==> config.mk <==
export PLATFORM = sky130hd
export DESIGN_NAME = bit_matrix_axis_code_extract_top_flat
export DESIGN_NICKNAME = d
export VERILOG_FILES = /design/src/hdl/bmace_pkg.sv /design/src/hdl/bmace_if.sv /design/src/hdl/bit_matrix_axis_code_extract_top.sv /design/src/hdl/bmace_ctrl.sv /design/src/hdl/bmace_store.sv /design/src/hdl/bmace_dp.sv /design/src/flat_wrapper.sv
export SDC_FILE = /design/constraint.sdc
export NUM_CORES = 2
export LEC_CHECK = 0
export BUFFER_PORTS_ARGS = -buffer_cell sky130_fd_sc_hd__buf_2
export CELL_PAD_IN_SITES_DETAIL_PLACEMENT = 0
export CELL_PAD_IN_SITES_GLOBAL_PLACEMENT = 2
export CORE_MARGIN = 2
export CORE_UTILIZATION = 39
export DETAILED_ROUTE_END_ITERATION = 12
export GPL_ROUTABILITY_DRIVEN = 1
export MAX_ROUTING_LAYER = met4
export PLACE_DENSITY = 0.7
export SLEW_MARGIN = 20
export SYNTH_ARGS = -nofsm -noshare
export SYNTH_HDL_FRONTEND = slang
export SYNTH_SLANG_ARGS = --single-unit
==> constraint.sdc <==
create_clock -name clk -period 10.3 [get_ports clk]
set_input_delay 2.575 -clock clk [delete_from_list [all_inputs] [get_ports clk]]
set_output_delay 2.575 -clock clk [all_outputs]
set_load 0.01 [all_outputs]
==> src/hdl/bmace_pkg.sv <==
// bmace_pkg: shared types and constants for the axis code extractor.
// No dependencies; used by every other file of the block.
`timescale 1ns / 1ps
`default_nettype none

package bmace_pkg;

    localparam int DATA_W = 32;

    typedef enum logic [2:0] {
        ST_LOAD,
        ST_COL,
        ST_ROW,
        ST_ALIGN,
        ST_EMIT
    } state_t;

    typedef struct packed {
        logic load;
        logic start;
        logic col_step;
        logic col_last;
        logic row_step;
        logic align_step;
        logic emit;
    } cmd_t;

    typedef struct packed {
        logic in_valid;
        logic last_row;
        logic out_free;
    } status_t;

endpackage

`default_nettype wire

==> src/hdl/bmace_if.sv <==
// bmace_row_if / bmace_code_if: valid/ready channels for row input and code results.
// Depends on bmace_pkg for the field width.
`timescale 1ns / 1ps
`default_nettype none

interface bmace_row_if;
    logic                        valid;
    logic                        ready;
    logic [bmace_pkg::DATA_W-1:0] row_bits;
    logic [bmace_pkg::DATA_W-1:0] row_mask;
    logic [bmace_pkg::DATA_W-1:0] prior_row_code;
    logic                        last_row;

    modport source (output valid, row_bits, row_mask, prior_row_code, last_row, input ready);
    modport sink   (input valid, row_bits, row_mask, prior_row_code, last_row, output ready);
endinterface

interface bmace_code_if;
    logic                        valid;
    logic                        ready;
    logic [bmace_pkg::DATA_W-1:0] col_code_bits;
    logic [bmace_pkg::DATA_W-1:0] col_code_mask;
    logic [bmace_pkg::DATA_W-1:0] row_vote_bits;
    logic [bmace_pkg::DATA_W-1:0] row_code_mask;

    modport source (output valid, col_code_bits, col_code_mask, row_vote_bits, row_code_mask,
                    input ready);
    modport sink   (input valid, col_code_bits, col_code_mask, row_vote_bits, row_code_mask,
                    output ready);
endinterface

`default_nettype wire

==> src/hdl/bit_matrix_axis_code_extract_top.sv <==
// Axis code extractor, N = MATRIX_SIZE: one row per cycle while loading (rows are not accepted
// in the other states); on the last row a column pass votes over the N stored rows, a row pass
// votes over min(N,32) bit positions, alignment shifts both codes down to their lowest voted bit,
// and the hand-off loads the result register once it is free.
// Reset clears the sequencer, row counter and result valid; image and mask rows are
// undefined until written. Depends on bmace_pkg, bmace_if and the bmace_* modules.
`timescale 1ns / 1ps
`default_nettype none

module bit_matrix_axis_code_extract_top #(
    parameter int MATRIX_SIZE = 32
) (
    input  wire           clk,
    input  wire           rst_n,
    bmace_row_if.sink     row_chan,
    bmace_code_if.source  code_chan
);

    localparam int N  = MATRIX_SIZE;
    localparam int W  = (MATRIX_SIZE < bmace_pkg::DATA_W) ? MATRIX_SIZE : bmace_pkg::DATA_W;
    localparam int IW = $clog2(MATRIX_SIZE);

    bmace_pkg::cmd_t    cmd;
    bmace_pkg::status_t status;
    logic [IW-1:0]      wr_idx;
    logic [IW-1:0]      step_idx;
    logic [W-1:0]       head_img, head_msk;
    logic [N-1:0]       col_img, col_msk;
    logic               out_free;

    assign status.in_valid = row_chan.valid;
    assign status.last_row = row_chan.last_row;
    assign status.out_free = out_free;

    bmace_ctrl #(.N(N), .W(W), .IW(IW)) u_ctrl (
        .clk      (clk),
        .rst_n    (rst_n),
        .status   (status),
        .in_ready (row_chan.ready),
        .cmd      (cmd),
        .wr_idx   (wr_idx),
        .step_idx (step_idx)
    );

    bmace_store #(.N(N), .W(W), .IW(IW)) u_store (
        .clk      (clk),
        .cmd      (cmd),
        .wr_idx   (wr_idx),
        .wr_img   (row_chan.row_bits[W-1:0]),
        .wr_msk   (row_chan.row_mask[W-1:0]),
        .head_img (head_img),
        .head_msk (head_msk),
        .col_img  (col_img),
        .col_msk  (col_msk)
    );

    bmace_dp #(.N(N), .W(W), .IW(IW)) u_dp (
        .clk           (clk),
        .rst_n         (rst_n),
        .cmd           (cmd),
        .step_idx      (step_idx),
        .seed          (row_chan.prior_row_code[W-1:0]),
        .head_img      (head_img),
        .head_msk      (head_msk),
        .col_img       (col_img),
        .col_msk       (col_msk),
        .out_ready     (code_chan.ready),
        .out_valid     (code_chan.valid),
        .out_free      (out_free),
        .col_code_bits (code_chan.col_code_bits),
        .col_code_mask (code_chan.col_code_mask),
        .row_vote_bits (code_chan.row_vote_bits),
        .row_code_mask (code_chan.row_code_mask)
    );

endmodule

`default_nettype wire

==> src/hdl/bmace_ctrl.sv <==
// bmace_ctrl: sequencer for row loading, the two voting passes, alignment and result hand-off.
// Depends on bmace_pkg (state_t, cmd_t, status_t).
`timescale 1ns / 1ps
`default_nettype none

module bmace_ctrl #(
    parameter int N  = 32,
    parameter int W  = 32,
    parameter int IW = 5
) (
    input  wire                 clk,
    input  wire                 rst_n,
    input  bmace_pkg::status_t  status,
    output logic                in_ready,
    output bmace_pkg::cmd_t     cmd,
    output logic [IW-1:0]       wr_idx,
    output logic [IW-1:0]       step_idx
);

    bmace_pkg::state_t state_reg, state_next;
    logic [IW-1:0]     row_count_reg, row_count_next;
    logic [IW-1:0]     step_reg, step_next;

    always_ff @(posedge clk or negedge rst_n)
    begin
        if (!rst_n)
        begin
            state_reg     <= bmace_pkg::ST_LOAD;
            row_count_reg <= '0;
            step_reg      <= '0;
        end
        else
        begin
            state_reg     <= state_next;
            row_count_reg <= row_count_next;
            step_reg      <= step_next;
        end
    end

    always_comb
    begin
        state_next     = state_reg;
        row_count_next = row_count_reg;
        step_next      = step_reg;
        case (state_reg)
            bmace_pkg::ST_LOAD:
            begin
                if (status.in_valid)
                begin
                    if (status.last_row)
                    begin
                        state_next     = bmace_pkg::ST_COL;
                        row_count_next = '0;
                        step_next      = '0;
                    end
                    else if (row_count_reg == IW'(N - 1))
                        row_count_next = '0;
                    else
                        row_count_next = row_count_reg + 1'b1;
                end
            end
            bmace_pkg::ST_COL:
            begin
                if (step_reg == IW'(N - 1))
                begin
                    state_next = bmace_pkg::ST_ROW;
                    step_next  = '0;
                end
                else
                    step_next = step_reg + 1'b1;
            end
            bmace_pkg::ST_ROW:
            begin
                if (step_reg == IW'(W - 1))
                begin
                    state_next = bmace_pkg::ST_ALIGN;
                    step_next  = IW'(IW - 1);
                end
                else
                    step_next = step_reg + 1'b1;
            end
            bmace_pkg::ST_ALIGN:
            begin
                if (step_reg == '0)
                    state_next = bmace_pkg::ST_EMIT;
                else
                    step_next = step_reg - 1'b1;
            end
            bmace_pkg::ST_EMIT:
            begin
                if (status.out_free)
                    state_next = bmace_pkg::ST_LOAD;
            end
            default:
                state_next = bmace_pkg::ST_LOAD;
        endcase
    end

    always_comb
    begin
        cmd      = '0;
        in_ready = 1'b0;
        case (state_reg)
            bmace_pkg::ST_LOAD:
            begin
                in_ready  = 1'b1;
                cmd.load  = status.in_valid;
                cmd.start = status.in_valid & status.last_row;
            end
            bmace_pkg::ST_COL:
            begin
                cmd.col_step = 1'b1;
                cmd.col_last = (step_reg == IW'(N - 1));
            end
            bmace_pkg::ST_ROW:
                cmd.row_step = 1'b1;
            bmace_pkg::ST_ALIGN:
                cmd.align_step = 1'b1;
            bmace_pkg::ST_EMIT:
                cmd.emit = status.out_free;
            default:
                cmd = '0;
        endcase
    end

    assign wr_idx   = row_count_reg;
    assign step_idx = step_reg;

endmodule

`default_nettype wire

==> src/hdl/bmace_store.sv <==
// bmace_store: image and mask row registers; rows rotate for the column pass,
// bits rotate within each row for the row pass. Depends on bmace_pkg (cmd_t).
`timescale 1ns / 1ps
`default_nettype none

module bmace_store #(
    parameter int N  = 32,
    parameter int W  = 32,
    parameter int IW = 5
) (
    input  wire              clk,
    input  bmace_pkg::cmd_t  cmd,
    input  wire [IW-1:0]     wr_idx,
    input  wire [W-1:0]      wr_img,
    input  wire [W-1:0]      wr_msk,
    output logic [W-1:0]     head_img,
    output logic [W-1:0]     head_msk,
    output logic [N-1:0]     col_img,
    output logic [N-1:0]     col_msk
);

    logic [W-1:0] img_reg [N];
    logic [W-1:0] msk_reg [N];

    for (genvar i = 0; i < N; i++)
    begin : g_entry
        localparam int NXT = (i + 1) % N;

        always_ff @(posedge clk)
        begin
            if (cmd.load)
            begin
                if (wr_idx == IW'(i))
                begin
                    img_reg[i] <= wr_img;
                    msk_reg[i] <= wr_msk;
                end
            end
            else if (cmd.col_step)
            begin
                img_reg[i] <= img_reg[NXT];
                msk_reg[i] <= msk_reg[NXT];
            end
            else if (cmd.row_step)
            begin
                img_reg[i] <= {img_reg[i][0], img_reg[i][W-1:1]};
                msk_reg[i] <= {msk_reg[i][0], msk_reg[i][W-1:1]};
            end
        end

        assign col_img[i] = img_reg[i][0];
        assign col_msk[i] = msk_reg[i][0];
    end

    assign head_img = img_reg[0];
    assign head_msk = msk_reg[0];

endmodule

`default_nettype wire

==> src/hdl/bmace_dp.sv <==
// bmace_dp: voting unit, running code, code/mask accumulators, alignment shifter
// and result register. Depends on bmace_pkg (cmd_t, DATA_W).
`timescale 1ns / 1ps
`default_nettype none

module bmace_dp #(
    parameter int N  = 32,
    parameter int W  = 32,
    parameter int IW = 5
) (
    input  wire                          clk,
    input  wire                          rst_n,
    input  bmace_pkg::cmd_t              cmd,
    input  wire [IW-1:0]                 step_idx,
    input  wire [W-1:0]                  seed,
    input  wire [W-1:0]                  head_img,
    input  wire [W-1:0]                  head_msk,
    input  wire [N-1:0]                  col_img,
    input  wire [N-1:0]                  col_msk,
    input  wire                          out_ready,
    output logic                         out_valid,
    output logic                         out_free,
    output logic [bmace_pkg::DATA_W-1:0] col_code_bits,
    output logic [bmace_pkg::DATA_W-1:0] col_code_mask,
    output logic [bmace_pkg::DATA_W-1:0] row_vote_bits,
    output logic [bmace_pkg::DATA_W-1:0] row_code_mask
);

    localparam int CNT_W = $clog2(N + 1);
    localparam int OW    = bmace_pkg::DATA_W;

    logic [N-1:0] code_reg, code_next;
    logic [N-1:0] cbits_reg, cbits_next;
    logic [N-1:0] cmask_reg, cmask_next;
    logic [N-1:0] rbits_reg, rbits_next;
    logic [N-1:0] rmask_reg, rmask_next;
    logic         out_valid_reg, out_valid_next;

    logic [OW-1:0] o_cbits_reg, o_cmask_reg, o_rbits_reg, o_rmask_reg;

    logic [N+W-1:0]  head_img_x, head_msk_x, seed_x;
    logic [N+OW-1:0] cbits_x, cmask_x, rbits_x, rmask_x;
    logic [N-1:0]    v_img, v_msk, new_code, low_mask;
    logic [CNT_W-1:0] total, diff;
    logic            inv, voted;
    logic            c_shift, r_shift;

    assign head_img_x = {{N{1'b0}}, head_img};
    assign head_msk_x = {{N{1'b0}}, head_msk};
    assign seed_x     = {{N{1'b0}}, seed};

    always_comb
    begin
        v_img    = cmd.col_step ? head_img_x[N-1:0] : col_img;
        v_msk    = cmd.col_step ? head_msk_x[N-1:0] : col_msk;
        total    = CNT_W'($countones(v_msk));
        diff     = CNT_W'($countones((code_reg ^ v_img) & v_msk));
        inv      = {diff, 1'b0} > {1'b0, total};
        voted    = |v_msk;
        new_code = (code_reg & ~v_msk) | ((inv ? ~v_img : v_img) & v_msk);
        low_mask = ~({N{1'b1}} << (1 << step_idx));
        c_shift  = (|cmask_reg) & ~(|(cmask_reg & low_mask));
        r_shift  = (|rmask_reg) & ~(|(rmask_reg & low_mask));
    end

    always_comb
    begin
        code_next      = code_reg;
        cbits_next     = cbits_reg;
        cmask_next     = cmask_reg;
        rbits_next     = rbits_reg;
        rmask_next     = rmask_reg;
        out_valid_next = out_valid_reg;

        if (cmd.start)
        begin
            code_next  = seed_x[N-1:0];
            cbits_next = '0;
            cmask_next = '0;
            rbits_next = '0;
            rmask_next = '0;
        end
        else if (cmd.col_step)
        begin
            cbits_next[step_idx] = inv;
            cmask_next[step_idx] = voted;
            code_next            = cmd.col_last ? cbits_next : new_code;
        end
        else if (cmd.row_step)
        begin
            rbits_next[step_idx] = inv;
            rmask_next[step_idx] = voted;
            code_next            = new_code;
        end
        else if (cmd.align_step)
        begin
            if (c_shift)
            begin
                cbits_next = cbits_reg >> (1 << step_idx);
                cmask_next = cmask_reg >> (1 << step_idx);
            end
            if (r_shift)
            begin
                rbits_next = rbits_reg >> (1 << step_idx);
                rmask_next = rmask_reg >> (1 << step_idx);
            end
        end

        if (cmd.emit)
            out_valid_next = 1'b1;
        else if (out_valid_reg && out_ready)
            out_valid_next = 1'b0;
    end

    always_ff @(posedge clk or negedge rst_n)
    begin
        if (!rst_n)
            out_valid_reg <= 1'b0;
        else
            out_valid_reg <= out_valid_next;
    end

    always_ff @(posedge clk)
    begin
        code_reg  <= code_next;
        cbits_reg <= cbits_next;
        cmask_reg <= cmask_next;
        rbits_reg <= rbits_next;
        rmask_reg <= rmask_next;
    end

    assign cbits_x = {{OW{1'b0}}, cbits_reg};
    assign cmask_x = {{OW{1'b0}}, cmask_reg};
    assign rbits_x = {{OW{1'b0}}, rbits_reg};
    assign rmask_x = {{OW{1'b0}}, rmask_reg};

    always_ff @(posedge clk)
    begin
        if (cmd.emit)
        begin
            o_cbits_reg <= cbits_x[OW-1:0];
            o_cmask_reg <= cmask_x[OW-1:0];
            o_rbits_reg <= rbits_x[OW-1:0];
            o_rmask_reg <= rmask_x[OW-1:0];
        end
    end

    assign out_valid     = out_valid_reg;
    assign out_free      = ~out_valid_reg | out_ready;
    assign col_code_bits = o_cbits_reg;
    assign col_code_mask = o_cmask_reg;
    assign row_vote_bits = o_rbits_reg;
    assign row_code_mask = o_rmask_reg;

endmodule

`default_nettype wire

==> src/flat_wrapper.sv <==
// flat-port wrapper written by rule: the top's interface ports become plain ports
module bit_matrix_axis_code_extract_top_flat 
#(
    parameter int MATRIX_SIZE = 32
)
  (clk, rst_n, row_chan_valid, row_chan_row_bits, row_chan_row_mask, row_chan_prior_row_code, row_chan_last_row, row_chan_ready, code_chan_valid, code_chan_col_code_bits, code_chan_col_code_mask, code_chan_row_vote_bits, code_chan_row_code_mask, code_chan_ready);
  bmace_row_if row_chan_i ();
  bmace_code_if code_chan_i ();
  input  wire clk;
  input  wire rst_n;
  input wire logic [$bits(row_chan_i.valid)-1:0] row_chan_valid;
  input wire logic [$bits(row_chan_i.row_bits)-1:0] row_chan_row_bits;
  input wire logic [$bits(row_chan_i.row_mask)-1:0] row_chan_row_mask;
  input wire logic [$bits(row_chan_i.prior_row_code)-1:0] row_chan_prior_row_code;
  input wire logic [$bits(row_chan_i.last_row)-1:0] row_chan_last_row;
  output wire logic [$bits(row_chan_i.ready)-1:0] row_chan_ready;
  output wire logic [$bits(code_chan_i.valid)-1:0] code_chan_valid;
  output wire logic [$bits(code_chan_i.col_code_bits)-1:0] code_chan_col_code_bits;
  output wire logic [$bits(code_chan_i.col_code_mask)-1:0] code_chan_col_code_mask;
  output wire logic [$bits(code_chan_i.row_vote_bits)-1:0] code_chan_row_vote_bits;
  output wire logic [$bits(code_chan_i.row_code_mask)-1:0] code_chan_row_code_mask;
  input wire logic [$bits(code_chan_i.ready)-1:0] code_chan_ready;
  assign row_chan_i.valid = row_chan_valid;
  assign row_chan_i.row_bits = row_chan_row_bits;
  assign row_chan_i.row_mask = row_chan_row_mask;
  assign row_chan_i.prior_row_code = row_chan_prior_row_code;
  assign row_chan_i.last_row = row_chan_last_row;
  assign row_chan_ready = row_chan_i.ready;
  assign code_chan_valid = code_chan_i.valid;
  assign code_chan_col_code_bits = code_chan_i.col_code_bits;
  assign code_chan_col_code_mask = code_chan_i.col_code_mask;
  assign code_chan_row_vote_bits = code_chan_i.row_vote_bits;
  assign code_chan_row_code_mask = code_chan_i.row_code_mask;
  assign code_chan_i.ready = code_chan_ready;
  bit_matrix_axis_code_extract_top #(.MATRIX_SIZE(MATRIX_SIZE)) u_core (.clk(clk), .rst_n(rst_n), .row_chan(row_chan_i), .code_chan(code_chan_i));
endmodule
==> impl_metrics.tcl <==
set metrics [dict create \
    status "complete, no violations" \
    cts_tree "yes" \
    die_x_um 533 \
    routed_via_density 6.84 \
    ys_seq_area_share_pct 63.5 \
    drc 0 \
    n_fill_cell 25300 \
    clockBufferDepth 4 \
    drive_gt1_share_pct 12.4 \
    fin_crit_ps 9670 \
    grt_max_degree 239 \
    grt_overflow 0 \
    synth_compound_gate_area_share_pct 23.3 \
    endpoint_kind "register" \
    grt_pass1_wl_um 584000 \
    place_hpwl_um 269000 \
    routedWlPerCell_um 35.4 \
    start_util_pct 39.1 \
    post_cts_buffers 0 \
    crit_slowest_cell "or3b_4" \
    yosysWarningCount 0 \
    synth_ff_type "edfxtp_1" \
    hp-class "reg -> reg" \
    path_class "reg -> reg" \
    clk-insertion-delay-late_ps 900 \
    cts_root_buffer "clkbuf_16" \
    fmax_mhz 103 \
    maxSlewHeadroom_pct 13.2 \
    grt_usage_pct 28.7 \
    ys_ff_latch 2350 \
    synth_edf_count 2208 \
    die_h_um 533 \
    cts.sinks 2350 \
    numCtsBuffers 270 \
    syn_to_final_growth_pct 11.8 \
    mostFrequentLayoutCells "edfxtp_1, a221o_1, nand2_1" \
    grt_antenna_before_repair 21 \
    synth.area.mux_share_pct 2.86 \
    tns_ps 0 \
    final_nets 7834 \
    synth_xor_area_share_pct 0.571 \
    synthSimpleGateAreaFrac_pct 4.89 \
    worstPathRequired_ps 11050 \
    worstMarginPinSlew_ps 1300 \
    grt_pass1_vias 75200 \
    cts_max_level 5 \
    syn_area_per_cell_um2 13.9 \
    cpPeakStageDelay_ps 660 \
    maxSlewViolCount 0 \
    num_rows 194 \
    gp_congestion 0.947 \
    first_pass_iters 7 \
    grt_setup_unrepaired "no" \
    syn-num-nets 8044 \
    ys_types 88 \
    cp-start-kind "register" \
    path_clk_slew_ps 60 \
    crit_buf_inv 4 \
    layout_commonest_cell "edfxtp_1" \
    synth_top_family_by_area "compound AO/OA/AOI/OAI gates" \
    synth-async-reset-ratio_pct 0.596 \
    port_buffers 230 \
    num_vias 79200 \
    die-area_um2 284000 \
    design.portCount 231 \
    syn-cell-area_um2 109000 \
    core_area_um2 279000 \
    maxCapViolations 0 \
    finalSetupViolCount 0 \
    netlist_instances 7861 \
    critPathTopFamily "adder cells" \
    cp.arrival_ps 10410 \
    fin_skew_ps 57.9 \
    postRouteAntennaNets 0 \
    critPathMaxFanout 75 \
    drt-total-wl_um 410000 \
    cp_common_cell "fa_1" \
    finalHoldViolations 0 \
    cts_resized 0 \
    synth_fa_ha_area_share_pct 1.27 \
    dr.first_iter.drc_count 11600 \
    cts-hold-fix-buffers 0 \
    period_share_pct 93.8 \
]
## through the flow
| step | setup slack, ps | cells | util, % | hold WS (ps) | instance area (um2) |
|---|---|---|---|---|---|
| after floorplan | 1750 | 7861 | - | 402 | 109000 |
| after global placement | 676 | 11100 | 40.7 | 520 | 113000 |
| after detailed placement | 677 | 11100 | 40.7 | 520 | 113000 |
| after CTS | 611 | 11600 | 43.7 | 530 | 122000 |
| after global routing | 162 | 11600 | 43.7 | 530 | 122000 |
| final | 634 | 11600 | 43.7 | 529 | 122000 |
## cell families (layout without fill, tap and decap cells)
kind of cell / count (synthesis) / in the layout
flip-flops: 2350 / 2350
adder cells (fa/ha/maj): 82 / 82
buffers and inverters: 1010 / 1000
AND/OR/NAND/NOR: 1189 / 1189
other: 0 / 7
multiplexers: 291 / 291
AO/OA/AOI/OAI: 2868 / 2868
XOR/XNOR: 71 / 71
## Yosys cell counts (14+ instances only)
master	instances	share of area (%)
a211oi_1	50	0.34
a21oi_1	282	1.3
a221o_1	1985	18
a221oi_1	19	0.15
a22oi_1	37	0.25
a31o_2	27	0.22
a31oi_1	97	0.56
and3_1	83	0.48
buf_1	76	0.26
buf_2	37	0.17
buf_4	20	0.14
clkbuf_1	809	2.8
dfrtp_1	14	0.32
dfxtp_1	128	2.4
edfxtp_1	2208	61
fa_1	48	0.88
ha_1	34	0.39
inv_1	64	0.22
mux2i_1	268	2.5
mux4_2	16	0.33
nand2_1	483	1.7
nand2b_1	23	0.13
nand3_1	92	0.42
nand4_1	15	0.086
nor2_1	344	1.2
nor2b_1	16	0.092
nor3_1	44	0.20
nor4_1	27	0.16
o211ai_1	15	0.10
o21ai_0	185	0.85
o22ai_1	54	0.31
xnor2_1	54	0.43
xor2_1	17	0.14
## cell type report
type	instances	area (um2)	share of cell area (%)
Clock inverter	131	1100	0.902
Clock buffer	341	7260	5.96
Sequential cell	2350	69200	56.8
Antenna cell	7	17.5	0.0144
Tap cell	3724	4660	3.82
Multi-Input combinational cell	4501	36300	29.8
Inverter	64	240	0.197
Timing Repair Buffer	464	3060	2.51
## metal layers
metal,track usage [%],wire length [um]
met5,-,0
met3,4.29,30800
met2,41.8,183000
met1,40.9,181000
met4,9.92,15600
## worst paths after layout
kind	start	to	slack (ps)	cells after the start
max reg2reg	u_core.u_ctrl.state_reg[1]$_DFFE_PN0P_	u_core.u_dp.cbits_reg[15]$_SDFFE_PP0P_	630	26
min reg2reg	u_core.u_dp.rmask_reg[4]$_SDFFE_PP0P_	u_core.u_dp.row_code_mask[4]$_DFFE_PP_	530	0
max	u_core.u_ctrl.state_reg[1]$_DFFE_PN0P_	u_core.u_dp.cbits_reg[15]$_SDFFE_PP0P_	630	26
min in group asynchronous	rst_n	u_core.u_dp.out_valid$_DFFE_PN0P_	1660	1
min	u_core.u_dp.rmask_reg[4]$_SDFFE_PP0P_	u_core.u_dp.row_code_mask[4]$_DFFE_PP_	530	0
max in group asynchronous	rst_n	u_core.u_ctrl.wr_idx[3]$_DFFE_PN0P_	8250	1
Power is left out: the tool's default activity adds up to more than one toggle a clock period on the data nets, which glitch-free logic cannot reach.
